--- config.mk ---
export PLATFORM = sky130hd
export DESIGN_NAME = vm_handler_classifier
export DESIGN_NICKNAME = d
export VERILOG_FILES = /design/src/sv/vhc_pkg.sv /design/src/sv/vhc_cascade.sv /design/src/sv/vm_handler_classifier.sv
export SDC_FILE = /design/constraint.sdc
export NUM_CORES = 1
export LEC_CHECK = 0
export ABC_AREA = 1
export CORE_ASPECT_RATIO = 1.2
export CORE_MARGIN = 4
export CORE_UTILIZATION = 55
export DETAILED_ROUTE_END_ITERATION = 10
export DONT_BUFFER_PORTS = 1
export PLACE_DENSITY_LB_ADDON = 0.08
export SYNTH_ARGS = -nofsm -noshare
export SYNTH_HDL_FRONTEND = slang
export SYNTH_SLANG_ARGS = --single-unit
export TNS_END_PERCENT = 30
--- constraint.sdc ---
create_clock -name clk -period 5.31 [get_ports clk]
set_input_delay 0.531 -clock clk [delete_from_list [all_inputs] [get_ports clk]]
set_output_delay 0.531 -clock clk [all_outputs]
set_load 0.02 [all_outputs]
--- src/sv/vhc_pkg.sv ---
`timescale 1ns / 1ps

package vhc_pkg;

  // mnemonic class codes on the input
  localparam logic [3:0] MN_OTHER = 4'd0;
  localparam logic [3:0] MN_PUSH  = 4'd1;
  localparam logic [3:0] MN_POP   = 4'd2;
  localparam logic [3:0] MN_ADD   = 4'd3;
  localparam logic [3:0] MN_SUB   = 4'd4;
  localparam logic [3:0] MN_XOR   = 4'd5;
  localparam logic [3:0] MN_AND   = 4'd6;
  localparam logic [3:0] MN_OR    = 4'd7;
  localparam logic [3:0] MN_SHR   = 4'd8;
  localparam logic [3:0] MN_SHL   = 4'd9;
  localparam logic [3:0] MN_CALL  = 4'd10;
  localparam logic [3:0] MN_CMP   = 4'd11;

  // handler class codes on the output
  localparam logic [3:0] HC_PUSH    = 4'd0;
  localparam logic [3:0] HC_POP     = 4'd1;
  localparam logic [3:0] HC_ADD     = 4'd2;
  localparam logic [3:0] HC_SUB     = 4'd3;
  localparam logic [3:0] HC_XOR     = 4'd4;
  localparam logic [3:0] HC_AND     = 4'd5;
  localparam logic [3:0] HC_OR      = 4'd6;
  localparam logic [3:0] HC_SHR     = 4'd7;
  localparam logic [3:0] HC_SHL     = 4'd8;
  localparam logic [3:0] HC_CMP_JCC = 4'd9;
  localparam logic [3:0] HC_CALL    = 4'd10;
  localparam logic [3:0] HC_LOAD    = 4'd11;
  localparam logic [3:0] HC_STORE   = 4'd12;
  localparam logic [3:0] HC_NOP     = 4'd13;
  localparam logic [3:0] HC_COMPLEX = 4'd14;

  localparam int          CNT_W         = 8;
  localparam logic [7:0]  COUNT_MAX     = 8'd255;
  localparam logic [7:0]  NOP_MAX_INSNS = 8'd3;

  // sticky presence flags, push in bit 0
  typedef struct packed {
    logic mwr;
    logic mrd;
    logic jcc;
    logic cmp;
    logic call;
    logic shl;
    logic shr;
    logic bor;
    logic band;
    logic bxor;
    logic sub;
    logic add;
    logic pop;
    logic push;
  } flags_t;

endpackage

--- src/sv/vhc_cascade.sv ---
`timescale 1ns / 1ps

module vhc_cascade (
  input  vhc_pkg::flags_t         flags,
  input  logic [vhc_pkg::CNT_W-1:0] count,
  output logic [3:0]              handler_class
);
  import vhc_pkg::*;

  logic any_alu;

  assign any_alu = flags.pop | flags.add | flags.sub | flags.bxor | flags.band | flags.bor;

  // first match wins
  always_comb begin
    if (flags.push && !any_alu) begin
      handler_class = HC_PUSH;
    end else if (flags.pop && !flags.push) begin
      handler_class = HC_POP;
    end else if (flags.add && !flags.sub) begin
      handler_class = HC_ADD;
    end else if (flags.sub) begin
      handler_class = HC_SUB;
    end else if (flags.bxor && !flags.band && !flags.bor) begin
      handler_class = HC_XOR;
    end else if (flags.band) begin
      handler_class = HC_AND;
    end else if (flags.bor) begin
      handler_class = HC_OR;
    end else if (flags.shr) begin
      handler_class = HC_SHR;
    end else if (flags.shl) begin
      handler_class = HC_SHL;
    end else if (flags.cmp && flags.jcc) begin
      handler_class = HC_CMP_JCC;
    end else if (flags.call) begin
      handler_class = HC_CALL;
    end else if (flags.mrd && !flags.mwr) begin
      handler_class = HC_LOAD;
    end else if (flags.mwr) begin
      handler_class = HC_STORE;
    end else if (count <= NOP_MAX_INSNS) begin
      handler_class = HC_NOP;
    end else begin
      handler_class = HC_COMPLEX;
    end
  end

endmodule

--- src/sv/vm_handler_classifier.sv ---
`timescale 1ns / 1ps
// channel   | dir | tdata (low bit up)                                       | tlast
// s_axis    | in  | mnemonic_class[3:0] is_cond_branch[4] has_mem_read[5]   | last_insn
//           |     | has_mem_write[6] zero[7]                                 |
// m_axis    | out | handler_class[3:0] insn_count[11:4] zero[15:12]          | -
//
// one instruction request per cycle, except while a stalled result holds a last
// instruction back; an input register feeds the flag/count update, and the class
// of a handler is registered as its last instruction leaves the input register
// synchronous reset clears the valid bits, the sticky flags and the count
// a stalled result holds only the last instruction of the next handler back;
// other instructions keep flowing while the result waits

module vm_handler_classifier (
  input  logic        clk,
  input  logic        rst,
  input  logic        s_axis_tvalid,
  output logic        s_axis_tready,
  input  logic [7:0]  s_axis_tdata,   // mnemonic_class, is_cond_branch, has_mem_read, has_mem_write
  input  logic        s_axis_tlast,   // last_insn
  output logic        m_axis_tvalid,
  input  logic        m_axis_tready,
  output logic [15:0] m_axis_tdata    // handler_class, insn_count
);
  import vhc_pkg::*;

  // input register
  logic             in_valid;
  logic [3:0]       in_mnem;
  logic             in_jcc;
  logic             in_mrd;
  logic             in_mwr;
  logic             in_last;

  // accumulated state
  flags_t           seen_flags;
  logic [CNT_W-1:0] run_count;

  // result register
  logic [3:0]       out_class;
  logic [CNT_W-1:0] out_count;

  flags_t           hit;
  flags_t           seen_flags_next;
  logic [CNT_W-1:0] run_count_next;
  logic [3:0]       class_next;
  logic             stall;
  logic             move;
  logic             s_accept;

  assign stall         = m_axis_tvalid && !m_axis_tready;
  assign move          = in_valid && !(in_last && stall);
  assign s_axis_tready = !in_valid || move;
  assign s_accept      = s_axis_tvalid && s_axis_tready;

  always_comb begin
    hit = '0;
    case (in_mnem)
      MN_PUSH: hit.push = 1'b1;
      MN_POP:  hit.pop  = 1'b1;
      MN_ADD:  hit.add  = 1'b1;
      MN_SUB:  hit.sub  = 1'b1;
      MN_XOR:  hit.bxor = 1'b1;
      MN_AND:  hit.band = 1'b1;
      MN_OR:   hit.bor  = 1'b1;
      MN_SHR:  hit.shr  = 1'b1;
      MN_SHL:  hit.shl  = 1'b1;
      MN_CALL: hit.call = 1'b1;
      MN_CMP:  hit.cmp  = 1'b1;
      default: hit = '0;  // other and unused codes
    endcase
    hit.jcc = in_jcc;
    hit.mrd = in_mrd;
    hit.mwr = in_mwr;
  end

  assign seen_flags_next = seen_flags | hit;
  assign run_count_next  = (run_count == COUNT_MAX) ? run_count : run_count + CNT_W'(1);

  vhc_cascade u_cascade (
    .flags         (seen_flags_next),
    .count         (run_count_next),
    .handler_class (class_next)
  );

  always_ff @(posedge clk) begin
    if (rst) begin
      in_valid      <= 1'b0;
      seen_flags    <= '0;
      run_count     <= '0;
      m_axis_tvalid <= 1'b0;
    end else begin
      if (s_axis_tready) begin
        in_valid <= s_axis_tvalid;
      end
      if (move) begin
        if (in_last) begin
          seen_flags <= '0;
          run_count  <= '0;
        end else begin
          seen_flags <= seen_flags_next;
          run_count  <= run_count_next;
        end
      end
      if (move && in_last) begin
        m_axis_tvalid <= 1'b1;
      end else if (m_axis_tready) begin
        m_axis_tvalid <= 1'b0;
      end
    end
  end

  always_ff @(posedge clk) begin
    if (s_accept) begin
      in_mnem <= s_axis_tdata[3:0];
      in_jcc  <= s_axis_tdata[4];
      in_mrd  <= s_axis_tdata[5];
      in_mwr  <= s_axis_tdata[6];
      in_last <= s_axis_tlast;
    end
    if (move && in_last) begin
      out_class <= class_next;
      out_count <= run_count_next;
    end
  end

  assign m_axis_tdata = {4'b0000, out_count, out_class};

endmodule

== Yosys cells after proc, flatten, opt, wreduce, memory -nomap -nowiden ==
Index checks and enable logic that the tools add are counted.

* Bits of input ports: 13
* Word-level logic and storage cells: 102
* Output and inout bits: 18
* Bits in registers: 44

* Add/subtract/negate cells: 1
* Eq/ne operators: 12
* Bitwise operators: 6
* Reductions and logical operators: 26
* Magnitude comparators: 1
* Mux-type cells: 29

{| class="wikitable"
|+ Operators with widths
! operator !! count
|-
| 4-bit 2-to-1 mux || 5
|-
| 4-bit by 3-bit equality test with 1-bit output, second input constant || 4
|-
| 4-bit equality test, second input constant || 4
|-
| 8-bit 2-to-1 mux || 2
|-
| 1-bit 2-to-1 mux || 14
|-
| 14-bit 2-to-1 mux || 1
|-
| 14-bit bitwise OR || 1
|-
| 1-bit logical AND || 12
|-
| 3-bit 2-to-1 mux || 4
|-
| 1-bit logical NOT || 9
|-
| 8-bit by 1-bit adder with 8-bit output, second input constant || 1
|-
| 4-bit by 2-bit equality test with 1-bit output, second input constant || 2
|-
| 8-bit equality test, second input constant || 1
|-
| 8-bit by 2-bit less-or-equal comparator with 1-bit output, second input constant || 1
|-
| 8-bit OR reduction || 1
|-
| 2-bit 2-to-1 mux || 3
|-
| 1-bit bitwise OR || 5
|-
| 4-bit by 1-bit equality test with 1-bit output, second input constant || 1
|-
| 4-bit OR reduction || 1
|-
| 2-bit nonzero test || 1
|-
| 2-bit OR reduction || 1
|-
| 1-bit logical OR || 1
|}

== Logic depth before layout (Yosys ltp) ==
* Depth after elaboration: 16
* Mapped depth: 16
* Mapped depth without buffers: 16

== Modules after synthesis ==
From an unflattened synthesis, not the netlist that was laid out.

* Cell total of the unflattened synthesis: 247
* Area total of the unflattened synthesis: 2,074.5 µm²

{| class="wikitable"
|+ Modules (own cells, without submodules)
! module !! area each (µm²) !! cells an instance !! seq. area each (µm²) !! times used
|-
| vm_handler_classifier || 1,888.1 || 204 || 1,081.0 || 1
|-
| vhc_cascade || 186.4 || 43 || 0.0 || 1
|}

== Worst setup path after synthesis ==
Ideal clock, no wire load.

* Path type: flip-flop to flip-flop
* Start: reg run_count[0]
* End: reg out_class[0], data pin
* Arrival: 1.569 ns
* Setup slack: 3.485 ns
* Stages on the path, launching flop included: 17
* Data required time: 5.055 ns
* Cells stage by stage: dfxtp_1 -> ha_1 -> nand2_1 -> nor2_4 -> nand2_4 -> inv_2 -> nor2_2 -> nand3_2 -> o21ai_1 -> nand2_1 -> nand2_1 -> nand2_1 -> nand2_1 -> nand2_1 -> nand2_1 -> nand2_1 -> a21oi_2

* Word-level cells in the longest chain between the ends: 16
* Elaborated cells on any way between the ends: 17
* Those cells by class: add/sub: 1; order compare: 1; eq/ne: 1; mux: 14

{| class="wikitable"
|+ Ends and longest elaborated chain
! what !! RTL line !! source
|-
| from (decl) || vm_handler_classifier.sv:37 || <nowiki>logic [CNT_W-1:0] run_count;</nowiki>
|-
| from (signal assigned) || vm_handler_classifier.sv:102 || <nowiki>run_count <= run_count_next;</nowiki>
|-
| 8-bit by 1-bit adder with 8-bit output or 8-bit equality test (tied branches) || vm_handler_classifier.sv:78 || <nowiki>assign run_count_next = (run_count == COUNT_MAX) ? run_count : run_count + CNT_W'(1);</nowiki>
|-
| 8-bit 2-to-1 mux (*) || vm_handler_classifier.sv:78 ||
|-
| 8-bit by 2-bit less-or-equal comparator with 1-bit output (*) || vhc_cascade.sv:42 || <nowiki>end else if (count <= NOP_MAX_INSNS) begin</nowiki>
|-
| 2-bit 2-to-1 mux (*) || vhc_cascade.sv:42 ||
|-
| 4-bit 2-to-1 mux (*) || vhc_cascade.sv:40 || <nowiki>end else if (flags.mwr) begin</nowiki>
|-
| 4-bit 2-to-1 mux (*) || vhc_cascade.sv:38 || <nowiki>end else if (flags.mrd && !flags.mwr) begin</nowiki>
|-
| 4-bit 2-to-1 mux (*) || vhc_cascade.sv:36 || <nowiki>end else if (flags.call) begin</nowiki>
|-
| 4-bit 2-to-1 mux (*) || vhc_cascade.sv:34 || <nowiki>end else if (flags.cmp && flags.jcc) begin</nowiki>
|-
| 4-bit 2-to-1 mux (*) || vhc_cascade.sv:32 || <nowiki>end else if (flags.shl) begin</nowiki>
|-
| 3-bit 2-to-1 mux (*) || vhc_cascade.sv:30 || <nowiki>end else if (flags.shr) begin</nowiki>
|-
| 3-bit 2-to-1 mux (*) || vhc_cascade.sv:28 || <nowiki>end else if (flags.bor) begin</nowiki>
|-
| 3-bit 2-to-1 mux (*) || vhc_cascade.sv:26 || <nowiki>end else if (flags.band) begin</nowiki>
|-
| 3-bit 2-to-1 mux (*) || vhc_cascade.sv:24 || <nowiki>end else if (flags.bxor && !flags.band && !flags.bor) begin</nowiki>
|-
| 2-bit 2-to-1 mux (*) || vhc_cascade.sv:22 || <nowiki>end else if (flags.sub) begin</nowiki>
|-
| 2-bit 2-to-1 mux (*) || vhc_cascade.sv:20 || <nowiki>end else if (flags.add && !flags.sub) begin</nowiki>
|-
| 1-bit 2-to-1 mux (*) || vhc_cascade.sv:18 || <nowiki>end else if (flags.pop && !flags.push) begin</nowiki>
|-
| to (signal assigned) || vm_handler_classifier.sv:122 || <nowiki>out_class <= class_next;</nowiki>
|-
| to (decl) || vm_handler_classifier.sv:40 || <nowiki>logic [3:0] out_class;</nowiki>
|}

Every way passes the cells marked *; elsewhere a longest branch is shown, timed or not.
A chain may end at the register's enable or synchronous reset.

== Worst setup path after layout ==
* Start: reg m_axis_tvalid
* End: reg m_axis_tvalid

* Word-level cells in the longest chain between the ends: 6
* Elaborated cells on any way between the ends: 7
* Those cells by class: mux: 1; reduce/logical: 6

{| class="wikitable"
|+ Ends and longest elaborated chain
! what !! RTL line !! source
|-
| from (decl) || vm_handler_classifier.sv:21 || <nowiki>output logic m_axis_tvalid,</nowiki>
|-
| from (signal assigned) || vm_handler_classifier.sv:91 || <nowiki>m_axis_tvalid <= 1'b0;</nowiki>
|-
| from (signal assigned) || vm_handler_classifier.sv:106 || <nowiki>m_axis_tvalid <= 1'b1;</nowiki>
|-
| from (signal assigned) || vm_handler_classifier.sv:108 || <nowiki>m_axis_tvalid <= 1'b0;</nowiki>
|-
| 1-bit logical AND (*) || vm_handler_classifier.sv:51 || <nowiki>assign stall = m_axis_tvalid && !m_axis_tready;</nowiki>
|-
| 1-bit logical AND (*) || vm_handler_classifier.sv:52 || <nowiki>assign move = in_valid && !(in_last && stall);</nowiki>
|-
| 1-bit logical NOT (*) || vm_handler_classifier.sv:52 ||
|-
| 1-bit logical AND (*) || vm_handler_classifier.sv:52 ||
|-
| 1-bit logical AND (*) || vm_handler_classifier.sv:105 || <nowiki>if (move && in_last) begin</nowiki>
|-
| 1-bit 2-to-1 mux or 2-bit nonzero test (tied branches) || - ||
|}

Marked as above.

==> results_dict.tcl <==
set metrics [dict create \
    status "finished, final reports clean" \
    drtIter0Drc 91 \
    power_leakage_nw 1.005 \
    viasPerCell 5.080 \
    path_class "reg -> reg" \
    cts_num_sinks 44 \
    synth_warnings 0 \
    die_h_um 74.89 \
    n_fill_cell 335 \
    top_layer "met4" \
    yosysSeqAreaShare_pct 52.72 \
    cp.arrival_ps 2300 \
    cts_resized 0 \
    final_nets 274 \
    synth_common_cells "58 x nand2_1, 41 x nor2_1, 37 x inv_1, 26 x a21oi_1, 24 x dfxtp_1" \
    startpoint_type "flip-flop" \
    worstPathRequired_ps 5500 \
    ios 31 \
    synthArstFlopShare_pct 0 \
    dp.cells 292 \
    grt_start_max_net_pins 16 \
    drv_cap 0 \
    place.port_buffers 0 \
    routedWlPerCell_um 12.45 \
    setup-violations-final 0 \
    initial_core_util_pct 56.91 \
    clockBufferDepth 2 \
    synth_top_area_share_pct 29.29 \
    die_w_um 63.74 \
    slew_violations 0 \
    place.gp.congestion 0.8046 \
    synthCells 257 \
    hold_class "in -> reg" \
    wl_met3_um 143 \
    max_freq_mhz 473.7 \
    fin_crit_ps 2111 \
    grt_pass1_wl_um 6147 \
    wl_met2_um 1988 \
    first_pass_iters 4 \
    crit_fanout 15 \
    ant_nets 0 \
    track_usage_pct 16.68 \
    die_area_um2 4773 \
    htree_num_levels 2 \
    drive_above_1_share_pct 9.195 \
    wl_met1_um 1525 \
    core_region_area_um2 3603 \
    pwr-share-clk_pct 37.5 \
    crit_path_end_kind "flip-flop" \
    synthFlopType "dfxtp_1" \
    totalWireLength_um 3735 \
    netlist_area_um2 2051 \
    synth_area_leader_cell "edfxtp_1" \
    clk-insertion-delay-late_ps 290 \
    finClkSkew_ps 3.280 \
    path_clk_slew_ps 80 \
    grt_pass1_vias 1459 \
    ys_top_cells_by_area "edfxtp_1 29%, dfxtp_1 23%, nand2_1 11%" \
    drc 0 \
    power_density_nw_per_um2 304.8 \
    synth-edff-count 20 \
    tightest_slew_ps 630.3 \
    ys_types 28 \
    rows 24 \
    gr-total-overflow 0 \
    intPower_mw 0.5159 \
    fin_crit_sh_pct 39.76 \
    tns_ps 0 \
    worst_ir_drop_vdd_uv 201.7 \
    finalHoldViolCount 0 \
    post_cts_buffers 0 \
    ys_ff_latch 44 \
    synth_area_per_cell_um2 7.979 \
    vias 1524 \
    seq_power_share_pct 56.2 \
    hpwl_um 2783 \
    worst_hold_slack_ps 296.6 \
    pwr-share-comb_pct 6.2 \
    syn_to_final_growth_pct 6.345 \
    instances_no_fill 300 \
    holdBufCountCts 0 \
    post-route-util_pct 60.52 \
    p_sw_share_pct 22.38 \
    numCtsBuffers 5 \
    cts_root_buf "clkbuf_8" \
    slew_headroom_pct 57.83 \
    cts_tree "yes" \
    p_switching_mw 0.1487 \
    post-route-cell-area_um2 2181 \
    synth.most_common_cell "nand2_1" \
    grt_antenna_before_repair 0 \
    n_antenna_cell 0 \
    rsz0062_at_grt "no" \
    place_area_um2 2069 \
]
## cells in the final DEF, fill, tap and decap left out
| cell type | synthesis | layout |
|---|---|---|
| a21boi_0 | 1 | 1 |
| a21oi_1 | 26 | 26 |
| a21oi_2 | 1 | 1 |
| a31oi_1 | 6 | 6 |
| bufinv_16 | 0 | 1 |
| clkbuf_8 | 0 | 5 |
| clkinv_1 | 0 | 1 |
| clkinv_4 | 0 | 1 |
| conb_1 | 1 | 4 |
| dfxtp_1 | 24 | 24 |
| edfxtp_1 | 20 | 20 |
| ha_1 | 1 | 1 |
| inv_1 | 37 | 37 |
| inv_2 | 3 | 3 |
| nand2_1 | 58 | 58 |
| nand2_2 | 4 | 4 |
| nand2_4 | 1 | 1 |
| nand3_1 | 6 | 6 |
| nand3_2 | 4 | 4 |
| nand4_1 | 1 | 1 |
| nor2_1 | 41 | 41 |
| nor2_2 | 3 | 3 |
| nor2_4 | 1 | 1 |
| nor3_1 | 2 | 2 |
| o21ai_0 | 5 | 5 |
| o21ai_1 | 1 | 1 |
| o22ai_1 | 1 | 1 |
| xnor2_1 | 1 | 1 |
| xor2_1 | 1 | 1 |
## layer usage
metal,vias up,track usage (%)
met3,7,4.328
li1,810,-
met2,25,30.63
met4,0,6.954
met1,682,18.49
met5,-,0
## registers in the layout (all words and copies together) (netlist names)
register / cells
in_jcc: 1
in_last: 1
in_mnem: 4
in_mrd: 1
in_mwr: 1
in_valid: 1
m_axis_tvalid: 1
out_class: 4
out_count: 8
run_count: 8
seen_flags: 14
## cell type report
class	count	area, µm²	area share [%]
clock buffer	5	68.82	3.155
inverter	40	150.1	6.885
multi-input combinational	169	789.5	36.20
tap	39	48.80	2.238
clock inverter	3	42.54	1.951
sequential	44	1081	49.57
## worst max-delay path, cell delays in order, from the launching register on
cell	delay (ps)
dfxtp_1	450
inv_1	60
nor2_1	150
nand2_1	70
nand2_1	270
inv_1	320
nand2_1	150
inv_1	240
o21ai_0	240
inv_1	60
## cell families after synthesis
family | synth area share (%)
compound gates | 10.74
xor+xnor | 0.8543
fa+ha+maj | 0.6100
buf+inv | 9.335
flops | 52.72
other cells | 0.1829
simple gates | 25.56
## power by group through the flow
stage                     Combinational, mW  Sequential, mW  Clock [mW]
after global placement               0.0418           0.382           0
after global routing                 0.0491           0.375       0.269
after floorplan                      0.0374           0.380           0
final                                0.0415           0.374       0.249
after detailed placement             0.0418           0.382           0
after CTS                            0.0421           0.374       0.256
## final timing paths
check                              start                          end  slack [ps]  depth (start not counted)
max           m_axis_tvalid$_SDFFE_PP0P_   m_axis_tvalid$_SDFFE_PP0P_        3200                          9
min                                  rst    run_count[0]$_SDFFE_PP0P_         300                          1
max reg2reg   m_axis_tvalid$_SDFFE_PP0P_   m_axis_tvalid$_SDFFE_PP0P_        3200                          9
min reg2reg  seen_flags[11]$_SDFFE_PP0P_  seen_flags[11]$_SDFFE_PP0P_         450                          2
## through the flow
step                      power, mW  worst slack (ps)
final                        0.6647              3199
after global routing         0.6929              2929
after CTS                    0.6722              3171
after detailed placement     0.4237              3100
after global placement       0.4236              3086
after floorplan              0.4177              3485
No activity file was read; power rests on OpenSTA's default activity.
